### src/rtl/trpd_pkg.sv
// Shared types and constants for the TGA run-length pixel decoder.
// Used by trpd_ctrl, trpd_datapath and the top level; depends on nothing.

package trpd_pkg;

  localparam int BYTE_W     = 8;
  localparam int BPP_W      = 3;
  localparam int COUNT_W    = 25;
  localparam int PIXEL_W    = 32;
  localparam int REMAIN_W   = 7;
  localparam int COPIES_W   = 8;
  localparam int LANE_W     = 2;
  localparam int PAIR_W     = 2;
  localparam int CFG_IDX_W  = 1;
  localparam int CFG_DATA_W = COUNT_W;

  localparam int unsigned MAX_PIXELS_DEFAULT = 32'd16777216;

  // Configuration register indexes.
  localparam logic [CFG_IDX_W-1:0] CFG_BYTES_PER_PIXEL = 1'b0;
  localparam logic [CFG_IDX_W-1:0] CFG_PIXEL_COUNT     = 1'b1;

  localparam logic [BPP_W-1:0]   BPP_RESET   = 3'd4;
  localparam logic [BPP_W-1:0]   BPP_MAX     = 3'd4;
  localparam logic [BPP_W-1:0]   BPP_MIN     = 3'd1;
  localparam logic [COUNT_W-1:0] COUNT_RESET = 25'd1;

  // Pair counts carried in a result.
  localparam logic [PAIR_W-1:0] PAIR_NONE = 2'd0;
  localparam logic [PAIR_W-1:0] PAIR_ONE  = 2'd1;
  localparam logic [PAIR_W-1:0] PAIR_TWO  = 2'd2;

  // A header byte with its top bit set opens a run packet.
  localparam int RUN_FLAG_BIT = 7;

  typedef enum logic [1:0] {
    PH_HEADER,
    PH_RAW,
    PH_RUN
  } phase_t;

  typedef enum logic [1:0] {
    S_IDLE,
    S_HOLD,
    S_RUN
  } ctrl_state_t;

  typedef struct packed {
    logic capture;
    logic process;
    logic use_held;
    logic step;
  } cmd_t;

  typedef struct packed {
    logic slot_free;
    logic run_cont;
  } sts_t;

endpackage

### src/rtl/trpd_ctrl.sv
// Sequencing state machine of the TGA run-length pixel decoder.
// Depends on trpd_pkg for the state, command and status types.

module trpd_ctrl (
  input  logic          clk,
  input  logic          rst,
  input  logic          in_valid,
  output logic          in_stall,
  input  trpd_pkg::sts_t sts,
  output trpd_pkg::cmd_t cmd
);
  import trpd_pkg::*;

  ctrl_state_t state;
  ctrl_state_t state_next;

  always_ff @(posedge clk) begin
    if (rst) begin
      state <= S_IDLE;
    end else begin
      state <= state_next;
    end
  end

  always_comb begin
    state_next = state;
    unique case (state)
      S_IDLE: begin
        if (in_valid) begin
          if (sts.slot_free) begin
            state_next = sts.run_cont ? S_RUN : S_IDLE;
          end else begin
            state_next = S_HOLD;
          end
        end
      end
      S_HOLD: begin
        if (sts.slot_free) begin
          state_next = sts.run_cont ? S_RUN : S_IDLE;
        end
      end
      S_RUN: begin
        if (sts.slot_free && !sts.run_cont) begin
          state_next = S_IDLE;
        end
      end
      default: state_next = S_IDLE;
    endcase
  end

  always_comb begin
    in_stall     = (state != S_IDLE);
    cmd.capture  = (state == S_IDLE) && in_valid && !sts.slot_free;
    cmd.process  = ((state == S_IDLE) && in_valid && sts.slot_free) ||
                   ((state == S_HOLD) && sts.slot_free);
    cmd.use_held = (state == S_HOLD);
    cmd.step     = (state == S_RUN) && sts.slot_free;
  end

  // A byte is only worked on, or a run continued, when the output register can take a result.
  a_cmd_needs_slot: assert property (@(posedge clk) disable iff (rst)
    (cmd.process || cmd.step) |-> sts.slot_free)
    else $error("work issued while the output register is blocked");

  // A captured byte must be held until the output register frees up.
  a_capture_holds: assert property (@(posedge clk) disable iff (rst)
    cmd.capture |=> (state == S_HOLD))
    else $error("captured byte not held");

endmodule

### src/rtl/trpd_datapath.sv
// Datapath of the TGA run-length pixel decoder: configuration, packet state,
// pixel assembly, run emission and the output register. Depends on trpd_pkg.

module trpd_datapath #(
  parameter int unsigned MAX_PIXELS = trpd_pkg::MAX_PIXELS_DEFAULT
) (
  input  logic                                 clk,
  input  logic                                 rst,
  input  logic                                 cfg_write,
  input  logic [trpd_pkg::CFG_IDX_W-1:0]       cfg_index,
  input  logic [trpd_pkg::CFG_DATA_W-1:0]      cfg_data,
  input  logic [trpd_pkg::BYTE_W-1:0]          stream_byte,
  input  trpd_pkg::cmd_t                       cmd,
  output trpd_pkg::sts_t                       sts,
  output logic                                 out_valid,
  input  logic                                 out_stall,
  output logic [trpd_pkg::PIXEL_W-1:0]         pixel_first,
  output logic [trpd_pkg::PIXEL_W-1:0]         pixel_second,
  output logic [trpd_pkg::PAIR_W-1:0]          pair_count,
  output logic                                 last_of_run,
  output logic                                 image_done,
  output logic                                 status
);
  import trpd_pkg::*;

  localparam int unsigned CountMax = (32'd1 << COUNT_W) - 32'd1;
  localparam int unsigned LimitCap = (MAX_PIXELS > CountMax) ? CountMax : MAX_PIXELS;

  // Configuration and packet state.
  logic [BPP_W-1:0]    bytes_per_pixel;
  logic [COUNT_W-1:0]  pixel_count;
  phase_t              phase, phase_next;
  logic [REMAIN_W-1:0] remaining, remaining_next;
  logic [LANE_W-1:0]   byte_in_pixel, byte_in_pixel_next;
  logic [PIXEL_W-1:0]  assembly, assembly_next;
  logic [COUNT_W-1:0]  pixels_done, pixels_done_next;
  logic                error_flag, error_next;
  logic [COPIES_W-1:0] copies_left, copies_left_next;
  logic [PIXEL_W-1:0]  run_pix, run_pix_next;
  logic [BYTE_W-1:0]   held_byte;

  // Result being formed this cycle.
  logic                produce;
  logic [PIXEL_W-1:0]  res_first, res_second;
  logic [PAIR_W-1:0]   res_count;
  logic                res_last, res_done, res_status;

  logic [BPP_W-1:0]    bpp_eff;
  logic [COUNT_W-1:0]  limit;
  logic [BYTE_W-1:0]   byte_sel;
  logic [PIXEL_W-1:0]  assembly_merged;
  logic                pixel_complete;
  logic                do_step;
  logic                step_is_raw;
  logic [PIXEL_W-1:0]  step_pix;
  logic [COPIES_W-1:0] step_copies;
  logic [COUNT_W-1:0]  pd_one, pd_two, pd_new;
  logic                end_pkt;

  always_comb begin
    if (bytes_per_pixel == '0) begin
      bpp_eff = BPP_MIN;
    end else if (bytes_per_pixel > BPP_MAX) begin
      bpp_eff = BPP_MAX;
    end else begin
      bpp_eff = bytes_per_pixel;
    end
    limit = (pixel_count > COUNT_W'(LimitCap)) ? COUNT_W'(LimitCap) : pixel_count;
  end

  assign byte_sel        = cmd.use_held ? held_byte : stream_byte;
  assign assembly_merged = assembly |
                           (PIXEL_W'(byte_sel) << {byte_in_pixel, 3'b000});
  assign pixel_complete  = (({1'b0, byte_in_pixel} + 3'd1) >= bpp_eff);
  assign pd_one          = pixels_done + COUNT_W'(1);
  assign pd_two          = pixels_done + COUNT_W'(2);

  always_comb begin
    phase_next         = phase;
    remaining_next     = remaining;
    byte_in_pixel_next = byte_in_pixel;
    assembly_next      = assembly;
    pixels_done_next   = pixels_done;
    error_next         = error_flag;
    copies_left_next   = copies_left;
    run_pix_next       = run_pix;
    produce            = 1'b0;
    res_first          = '0;
    res_second         = '0;
    res_count          = PAIR_NONE;
    res_last           = 1'b1;
    res_done           = 1'b0;
    res_status         = 1'b0;
    do_step            = 1'b0;
    step_is_raw        = 1'b0;
    step_pix           = run_pix;
    step_copies        = copies_left;
    pd_new             = pixels_done;
    end_pkt            = 1'b0;
    sts.slot_free      = !out_valid || !out_stall;
    sts.run_cont       = 1'b0;

    if (cmd.process) begin
      priority if (error_flag) begin
        produce    = 1'b1;
        res_status = 1'b1;
      end else if (phase == PH_HEADER) begin
        phase_next         = byte_sel[RUN_FLAG_BIT] ? PH_RUN : PH_RAW;
        remaining_next     = byte_sel[REMAIN_W-1:0];
        byte_in_pixel_next = '0;
        assembly_next      = '0;
      end else if (!pixel_complete) begin
        byte_in_pixel_next = byte_in_pixel + LANE_W'(1);
        assembly_next      = assembly_merged;
      end else begin
        byte_in_pixel_next = '0;
        assembly_next      = '0;
        do_step            = 1'b1;
        step_pix           = assembly_merged;
        step_is_raw        = (phase == PH_RAW);
        step_copies        = step_is_raw ? COPIES_W'(1) :
                             ({1'b0, remaining} + COPIES_W'(1));
      end
    end else if (cmd.step) begin
      do_step = 1'b1;
    end

    // One result: either the last copy, an excess pixel, or a pair.
    if (do_step) begin
      produce = 1'b1;
      priority if (pixels_done >= limit) begin
        error_next = 1'b1;
        res_status = 1'b1;
      end else if (step_copies == COPIES_W'(1)) begin
        res_first = step_pix;
        res_count = PAIR_ONE;
        res_done  = (pd_one == limit);
        pd_new    = pd_one;
        end_pkt   = 1'b1;
      end else if (pd_one >= limit) begin
        // Second copy of the pair overruns the image.
        res_first  = step_pix;
        res_count  = PAIR_ONE;
        res_done   = 1'b1;
        res_status = 1'b1;
        error_next = 1'b1;
        pd_new     = pd_one;
      end else begin
        res_first  = step_pix;
        res_second = step_pix;
        res_count  = PAIR_TWO;
        res_done   = (pd_two == limit);
        pd_new     = pd_two;
        if (step_copies == COPIES_W'(2)) begin
          end_pkt = 1'b1;
        end else begin
          res_last         = 1'b0;
          sts.run_cont     = 1'b1;
          copies_left_next = step_copies - COPIES_W'(2);
          run_pix_next     = step_pix;
        end
      end
      pixels_done_next = pd_new;

      if (end_pkt) begin
        if (step_is_raw && (remaining != '0)) begin
          remaining_next = remaining - REMAIN_W'(1);
        end else begin
          phase_next     = PH_HEADER;
          remaining_next = '0;
          if (pd_new >= limit) begin
            pixels_done_next = '0;
          end
        end
      end
    end
  end

  always_ff @(posedge clk) begin
    if (rst) begin
      bytes_per_pixel <= BPP_RESET;
      pixel_count     <= COUNT_RESET;
      phase           <= PH_HEADER;
      remaining       <= '0;
      byte_in_pixel   <= '0;
      assembly        <= '0;
      pixels_done     <= '0;
      error_flag      <= 1'b0;
      copies_left     <= '0;
      out_valid       <= 1'b0;
    end else begin
      if (cfg_write) begin
        unique case (cfg_index)
          CFG_BYTES_PER_PIXEL: bytes_per_pixel <= cfg_data[BPP_W-1:0];
          CFG_PIXEL_COUNT:     pixel_count     <= cfg_data[COUNT_W-1:0];
          default:             pixel_count     <= pixel_count;
        endcase
      end
      phase         <= phase_next;
      remaining     <= remaining_next;
      byte_in_pixel <= byte_in_pixel_next;
      assembly      <= assembly_next;
      pixels_done   <= pixels_done_next;
      error_flag    <= error_next;
      copies_left   <= copies_left_next;
      out_valid     <= produce || (out_valid && out_stall);
    end
  end

  always_ff @(posedge clk) begin
    if (cmd.capture) begin
      held_byte <= stream_byte;
    end
    run_pix <= run_pix_next;
    if (produce) begin
      pixel_first  <= res_first;
      pixel_second <= res_second;
      pair_count   <= res_count;
      last_of_run  <= res_last;
      image_done   <= res_done;
      status       <= res_status;
    end
  end

  // Once the sticky error is up, every result in the output register carries it.
  a_sticky_status: assert property (@(posedge clk) disable iff (rst)
    (out_valid && error_flag) |-> status)
    else $error("result without error status after overrun");

  // Pairs only come from runs, so both halves are the same pixel.
  a_pair_same: assert property (@(posedge clk) disable iff (rst)
    (out_valid && (pair_count == PAIR_TWO)) |-> (pixel_first == pixel_second))
    else $error("pair halves differ");

  // An empty result is always an error-only, closing result.
  a_empty_is_error: assert property (@(posedge clk) disable iff (rst)
    (out_valid && (pair_count == PAIR_NONE)) |->
      (status && last_of_run && (pixel_first == '0)))
    else $error("malformed error-only result");

endmodule

### src/rtl/tga_rle_pixel_decoder_unit.sv
// Top level of the TGA run-length pixel decoder.
// Instantiates trpd_ctrl and trpd_datapath; depends on trpd_pkg.
//
//   Channel   Direction  Handshake            Payload
//   input     in         in_valid / in_stall  stream_byte
//   output    out        out_valid/out_stall  pixel_first, pixel_second, pair_count,
//                                             last_of_run, image_done, status
//   config    in         cfg_write            cfg_index, cfg_data
//
// A header byte, a partial pixel byte, or a byte giving a single result is worked on in its accept cycle.
// A run pixel of N copies produces its first pair in the accept cycle and holds the input
// stalled for the rest, one result per cycle while out_stall is low, pairs bar an odd last copy.
// A byte arriving while the output register is blocked is taken into a one-byte hold stage
// and worked on once that register frees, with the input stalled meanwhile.
// Synchronous active-high reset clears the controller, packet state and error flag, and
// loads the pixel size with four bytes and the pixel count with one.

module tga_rle_pixel_decoder_unit #(
  parameter int unsigned MAX_PIXELS = trpd_pkg::MAX_PIXELS_DEFAULT
) (
  input  logic                            clk,
  input  logic                            rst,
  input  logic                            cfg_write,
  input  logic [trpd_pkg::CFG_IDX_W-1:0]  cfg_index,
  input  logic [trpd_pkg::CFG_DATA_W-1:0] cfg_data,
  input  logic                            in_valid,
  output logic                            in_stall,
  input  logic [trpd_pkg::BYTE_W-1:0]     stream_byte,
  output logic                            out_valid,
  input  logic                            out_stall,
  output logic [trpd_pkg::PIXEL_W-1:0]    pixel_first,
  output logic [trpd_pkg::PIXEL_W-1:0]    pixel_second,
  output logic [trpd_pkg::PAIR_W-1:0]     pair_count,
  output logic                            last_of_run,
  output logic                            image_done,
  output logic                            status
);
  import trpd_pkg::*;

  // Commands from the sequencer and status back from the datapath.
  cmd_t cmd;
  sts_t sts;

  // The sequencer decides when a transaction's byte is worked on: straight away,
  // after a wait in the hold stage, or as a run that goes on with the input stalled.
  trpd_ctrl u_ctrl (
    .clk      (clk),
    .rst      (rst),
    .in_valid (in_valid),
    .in_stall (in_stall),
    .sts      (sts),
    .cmd      (cmd)
  );

  // The datapath holds the configuration, the packet and image counters, the
  // sticky error and the output register that parts the two channels.
  trpd_datapath #(
    .MAX_PIXELS (MAX_PIXELS)
  ) u_datapath (
    .clk          (clk),
    .rst          (rst),
    .cfg_write    (cfg_write),
    .cfg_index    (cfg_index),
    .cfg_data     (cfg_data),
    .stream_byte  (stream_byte),
    .cmd          (cmd),
    .sts          (sts),
    .out_valid    (out_valid),
    .out_stall    (out_stall),
    .pixel_first  (pixel_first),
    .pixel_second (pixel_second),
    .pair_count   (pair_count),
    .last_of_run  (last_of_run),
    .image_done   (image_done),
    .status       (status)
  );

endmodule

### config.mk
export PLATFORM = sky130hd
export DESIGN_NAME = tga_rle_pixel_decoder_unit
export DESIGN_NICKNAME = d
export VERILOG_FILES = /design/src/rtl/trpd_pkg.sv /design/src/rtl/trpd_ctrl.sv /design/src/rtl/trpd_datapath.sv /design/src/rtl/tga_rle_pixel_decoder_unit.sv
export SDC_FILE = /design/constraint.sdc
export NUM_CORES = 1
export LEC_CHECK = 0
export CAP_MARGIN = 20
export CORE_UTILIZATION = 50
export DETAILED_ROUTE_END_ITERATION = 8
export DONT_BUFFER_PORTS = 1
export SKIP_LAST_GASP = 1
export SYNTH_ARGS = -nofsm -noshare
export SYNTH_HDL_FRONTEND = slang
export SYNTH_SLANG_ARGS = --single-unit
### constraint.sdc
create_clock -name clk -period 7.7 [get_ports clk]
set_input_delay 0.385 -clock clk [delete_from_list [all_inputs] [get_ports clk]]
set_output_delay 0.385 -clock clk [all_outputs]
set_load 0.01 [all_outputs]
==> results.txt, run 1 <==
Chip width = 161.0 µm
Met2 wire length = 15180 µm
CTS clk-pin slew, worst paths = 60 ps
Power Dens Cells = 190.4 nW/µm²
Die ar. = 25910 µm²
Worst setup margin = 433.6 ps
CP Capture Type = flip-flop
Worst min-delay path class = input port to flip-flop
FMAX = 137.6 MHz
Vias = 10.56k
TritonCTS clock tree = yes
DRC = 0
Worst Path Required = 8090 ps
P&R area growth vs syn = 10.79%
Vias in the first global route = 9735
Antenna-violating nets left = 0
Worst-case clock buffer depth = 3
CORE AREA = 24530 µm²
Placed insts = 1685
Gpl congestion = 0.9819
Finish-stage setup viols = 0
Yosys top cell area share = 25.91%
Routed length on met3 = 2530 µm
Dpl ws = 163.3 ps
Initial antenna violation count = 0
Ys async rst share = 0%
Rows = 57
Non-Filler Instances = 1757
Post-Route WL = 35310 µm
Worst-margin pin slew = 937.2 ps
Mapped Cells = 1414
1st-iter DRT viols = 923
Worst skew pair latency = 520 ps
Max-cap violations = 0
GRT Resource Usage Total = 27.00%
Post-layout min period = 7266 ps
First-pass GRT wire length = 55010 µm
Critical path class = flip-flop to flip-flop
Routed length per instance = 20.10 µm
Fin Hold WS = 10.46 ps
CTS Sinks = 217
Yosys cell types = 84
Tcrit/Tclk final = 94.37%
Max H-tree Level = 1
P_leak = 5.267 nW
Seq/Total Area, Yosys = 43.02%
Synth Area per Inst = 8.935 µm²
Max Slew Vio Count = 0
Crit start category = flip-flop
Met1 Wirelength = 16730 µm
Fillers = 2245
Diode count = 0
Highest routed metal layer = met4
Final Util = 57.06%
Skew final = 25.93 ps
Pre-Repair DR Iteration Count = 5
Fin Setup TNS = 0 ps
Initial Utilization = 51.50%
Top-Level Pins = 110
Total gr overflow = 0
Inserted Clock Buffers = 24
Top cells by area, synth = edfxtp_1 26%, dfxtp_1 17%, ha_1 8.4%, a21oi_1 7.2%, nor2_1 5.7%
Status = finished clean
RSZ-0062 raised after global routing = no
Final Hold Viols = 0
Post-Syn Area = 12630 µm²
YS warnings = 0
Flops & latches, synth = 217
Syn Nets = 1538
Most used DFF post-synth = edfxtp_1
Highest ir drop seen on vdd = 172.5 µV
Post-synth EDFFs = 109
Largest net degree at the start of global routing = 74
Share of cells above drive strength 1 = 8.165%
Routed vias/inst = 6.012
Nets = 1539
Synth area leader = edfxtp_1
Critical Path Fanout Max = 24
Worst rel slew slack = 37.37%
Worst Path Arrival = 7650 ps
Clock Tree Root = clkbuf_16
Die height = 161.0 µm
Port bufs = 0
Final HPWL DP = 25740 µm
-- metal layers --
layer | vias up | GRT usage [%]
li1 | 5076 | -
met1 | 5068 | 40.10
met2 | 360 | 40.77
met3 | 59 | 4.132
met4 | 0 | 6.861
met5 | - | 0
-- repair_timing --
action,in CTS,in global routing
hold buffers,23,0
buffers inserted,0,2
setup endpoints to repair,0,24
endpoints found under the hold margin,55,0
gates resized for setup,0,7
-- cells in the mapped netlist (all sizes together), types with 9 or more instances --
| library cell | instances |
|---|---|
| nor2 | 192 |
| a21oi | 183 |
| nand2 | 158 |
| edfxtp | 109 |
| dfxtp | 108 |
| ha | 85 |
| xnor2 | 55 |
| inv | 53 |
| clkbuf | 45 |
| buf | 36 |
| o21ai | 36 |
| nand4 | 31 |
| nand3 | 27 |
| xor2 | 26 |
| nor3 | 24 |
| and3 | 21 |
| a31oi | 17 |
| nor2b | 16 |
| nor4 | 15 |
| a22o | 14 |
| a21o | 11 |
| o31ai | 11 |
| and2 | 10 |
| mux2i | 10 |
| o211ai | 9 |
-- registers in the layout (all words and copies together), names as in the netlist, 3 cells and up --
| register | flops |
|---|---|
| u_datapath.pixel_first | 32 |
| u_datapath.pixel_second | 32 |
| u_datapath.assembly | 32 |
| u_datapath.pixel_count | 25 |
| u_datapath.run_pix | 32 |
| u_datapath.held_byte | 8 |
| u_datapath.remaining | 7 |
| u_datapath.pixels_done | 25 |
| u_datapath.bytes_per_pixel | 3 |
| u_datapath.copies_left | 8 |
-- final timing paths --
kind                                          start                                      to  slack, ps  depth (start not counted)
max          u_datapath.pixels_done[1]$_SDFFE_PP0P_  u_datapath.pixels_done[2]$_SDFFE_PP0P_        430                         25
min                                     cfg_data[3]  u_datapath.pixel_count[3]$_SDFFE_PP0P_         10                          2
max reg2reg  u_datapath.pixels_done[1]$_SDFFE_PP0P_  u_datapath.pixels_done[2]$_SDFFE_PP0P_        430                         25
min reg2reg     u_datapath.assembly[3]$_SDFFE_PP0P_     u_datapath.assembly[3]$_SDFFE_PP0P_        470                          2
-- report_power, final --
group	internal (mW)	switching (mW)	total, mW
logic	0.108	0.196	0.304
clock network	0.633	0.450	1.08
registers	1.25	0.0332	1.28
total	1.99	0.679	2.67
-- cells by family (layout without fill, tap and decap cells) --
family	count (synthesis)	after routing	share of synthesized area [%]
and+or+nand+nor	530	530	19.68
AOI/OAI and AO/OA	348	348	17.32
DFF	217	217	43.02
buffers and inverters	135	154	4.387
adders and majority gates	85	85	8.418
xor gates and xnor gates	81	81	5.615
muxes	18	18	1.565
-- placed cells by master (no fill, tap or decap), drive strengths merged, types with 26 or more instances in the layout --
| master | count |
|---|---|
| a21oi | 183 |
| buf | 33 |
| clkbuf | 35 |
| dfxtp | 108 |
| edfxtp | 109 |
| ha | 85 |
| inv | 52 |
| nand2 | 158 |
| nand3 | 27 |
| nand4 | 31 |
| nor2 | 192 |
| o21ai | 36 |
| xnor2 | 55 |
| xor2 | 26 |
-- final cells by class --
class,instances,area [µm²],area share (%)
inverter,54,206.4,1.475
clock inverter,10,57.56,0.4112
tap,324,405.4,2.896
multi-input combinational,1062,6686,47.77
sequential,217,5436,38.84
timing repair buffer,56,505.5,3.611
clock buffer,34,700.7,5.005
-- critical path: stages, from the launching register on --
cell        delay [ps]
dfxtp_1            470
ha_1               290
nand3_1            190
or3_1              570
nor4_4             440
nand2_1            110
xnor2_1            140
ha_1               330
nand4_1            170
or4_1              600
a211o_1            300
o211ai_1           160
nor2_2             200
and2_4             330
mux2i_2            360
nor2_1             100
xor2_1             150
ha_1               300
nand4_1            110
nor2_1             190
o221a_2            230
nor4_1              60
o41ai_1            370
a41o_1             390
clkinvlp_4         300
a22o_1             250
-- per-stage QoR --
stage,power (mW),instance area [µm²]
global placement,1.579,12900
global route,2.768,14000
finish,2.665,14000
floorplan,1.513,12630
CTS,2.678,13910
detailed placement,1.581,12910
Power figures use the tool's default switching activity.
==> run 2: changes to the inputs <==
ABC_AREA = 1   (was unset)
PLACE_DENSITY = 0.62   (was unset)
==> results.txt, run 2 <==
Highest ir drop seen on vdd = 155.0 µV
Post-CTS Setup Repair Bufs = 0
Diode count = 0
Met1 Wirelength = 17920 µm
Commonest non-fill, non-tap cell in the layout = nand2_1
Routed vias/inst = 5.503
Worst rel slew slack = 29.93%
Share of cells above drive strength 1 = 5.866%
Fin Hold WS = 11.85 ps
Die ar. = 27650 µm²
Worst Path Required = 8120 ps
Inserted Clock Buffers = 25
Synth Area per Inst = 7.461 µm²
Failing checks = DRC
Crit start category = flip-flop
Fin area = 14670 µm²
Total gr overflow = 0
RSZ-0062 raised after global routing = no
Max-cap violations = 0
Multi-input gate area = 6999 µm²
Worst-case clock buffer depth = 3
Worst path slowest cell = nor4_1
Top cells by area, synth = edfxtp_1 24%, dfxtp_1 16%, nand2_1 12%, ha_1 7.9%, nor2_1 7.2%
Count leader, synth = nand2_1
Critical path class = flip-flop to flip-flop
Nets = 1914
Mapped Cells = 1809
Worst setup margin = 1067 ps
Post-DP Area = 13680 µm²
Routed length on met3 = 3056 µm
Gpl congestion = 0.9558
Vias in the first global route = 11.01k
Worst reg2reg path depth = 30
1st-iter DRT viols = 951
GRT Resource Usage Total = 27.04%
Worst skew pair latency = 560 ps
Max Slew Vio Count = 0
Worst min-delay path class = input port to flip-flop
Most frequent cells in the layout = 440 x nand2_1, 258 x nor2_1, 173 x inv_1
Finish-stage setup viols = 0
CORE AREA = 26280 µm²
Critical Path Fanout Max = 29
Clock Tree Root = clkbuf_16
Flops & latches, synth = 217
P&R area growth vs syn = 8.658%
Worst-margin pin slew = 1045 ps
Ys async rst share = 0%
Synth area leader = edfxtp_1
Worst Path Arrival = 7050 ps
Initial Utilization = 51.36%
Die height = 166.3 µm
Clk pwr share = 32.9%
Syn Nets = 1933
Post-layout min period = 6633 ps
Final Util = 55.80%
Routed length per instance = 17.27 µm
Seq/Total Area, Yosys = 40.27%
WP buf/inv = 5
Seq pwr share = 38.8%
Final Hold Viols = 0
Post-Syn Area = 13500 µm²
Final Power = 3.472 mW
P_leak = 6.396 nW
CP delay by family, top = simple AND/OR/NAND/NOR gates
CTS Sinks = 217
Skew final = 29.59 ps
Top-Level Pins = 110
Net Sw Power = 1.226 mW
DRC = 7
Tcrit/Tclk final = 86.14%
Comb pwr share = 28.3%
Post-synth EDFFs = 109
Seq. cell area = 5435 µm²
Initial antenna violation count = 0
Largest net degree at the start of global routing = 71
Status = finished with violations
Max incr delay on CP = 570 ps
Most used cell, CP = nand2_1
Fin Setup TNS = 0 ps
Hold Path Stages = 2
Final HPWL DP = 26620 µm
Rows = 59
Non-Filler Instances = 2142
Yosys top cell area share = 24.25%
Pint = 2.246 mW
Fillers = 2554
TritonCTS clock tree = yes
CP Capture Type = flip-flop
Sw Ratio = 35.31%
FMAX = 150.8 MHz
Port bufs = 0
Met2 wire length = 15270 µm
YS warnings = 0
Most used DFF post-synth = edfxtp_1
Post-synth top cells = 441 x nand2_1, 258 x nor2_1, 173 x inv_1
Vias = 11.79k
Yosys cell types = 43
Max H-tree Level = 1
Post-Route WL = 37000 µm
First-pass GRT wire length = 59970 µm
Power Dens Cells = 236.7 nW/µm²
Placed insts = 2078
Highest routed metal layer = met4
Pre-Repair DR Iteration Count = 9
Dpl ws = 1281 ps
CTS clk-pin slew, worst paths = 70 ps
Chip width = 166.3 µm
Antenna-violating nets left = 0
Stages on worst setup path = 30
-- run 2: cell families (layout without fill, tap and decap cells) --
family	Yosys count	count (layout)	share of synthesized area [%]
AO/OA/AOI/OAI	258	258	10.90
AND/OR/NAND/NOR	916	916	28.84
buffers and inverters	269	267	7.935
multiplexers	2	2	0.1483
flip-flops	217	217	40.27
adder cells (fa/ha/maj)	85	85	7.880
XOR/XNOR	62	62	4.023
-- run 2: what timing repair did --
action,CTS,global route
hold buffers,19,0
gates resized for setup,0,0
endpoints found under the hold margin,85,0
-- run 2: layout make-up --
type                            instances  share of cell area (%)
Sequential cell                       217                   37.06
Tap cell                              335                   2.858
Clock buffer                           32                   4.445
Clock inverter                         12                  0.7764
Timing Repair Buffer                   33                   2.269
Multi-Input combinational cell       1323                   47.73
Inverter                              190                   4.863
-- run 2: path summary, 6_finish.rpt --
kind,startpoint,to,slack [ps]
worst min-delay path,cfg_data[9],u_datapath.pixel_count[9]$_SDFFE_PP0P_,10
worst max register to register,u_datapath.pixels_done[0]$_SDFFE_PP0P_,u_datapath.pixels_done[21]$_SDFFE_PP0P_,1070
worst min register to register,u_datapath.copies_left[3]$_SDFFE_PP0P_,u_datapath.copies_left[3]$_SDFFE_PP0P_,460
worst max-delay path,u_datapath.pixels_done[0]$_SDFFE_PP0P_,u_datapath.pixels_done[21]$_SDFFE_PP0P_,1070
-- run 2: worst register-to-register path, delay by kind of cell (launching register included) --
family	cells	cell delay (ps)
simple gates	20	3850
fa+ha+maj	3	890
buf+inv	5	760
flops	1	530
xor+xnor	1	400
compound gates	1	80
-- run 2: layer usage --
| layer | track usage [%] | vias up |
|---|---|---|
| met3 | 4.886 | 60 |
| met2 | 39.42 | 425 |
| met5 | 0 | - |
| li1 | - | 5884 |
| met4 | 6.844 | 0 |
| met1 | 40.94 | 5419 |
-- run 2: power by group through the flow --
stage	registers, mW	clock network [mW]	logic, mW
2_1_floorplan	1.35	0	0.714
3_5_place_dp	1.37	0	0.951
3_3_place_gp	1.37	0	0.945
6_report	1.35	1.14	0.984
4_1_cts	1.35	1.16	0.971
5_1_grt	1.35	1.20	1.10
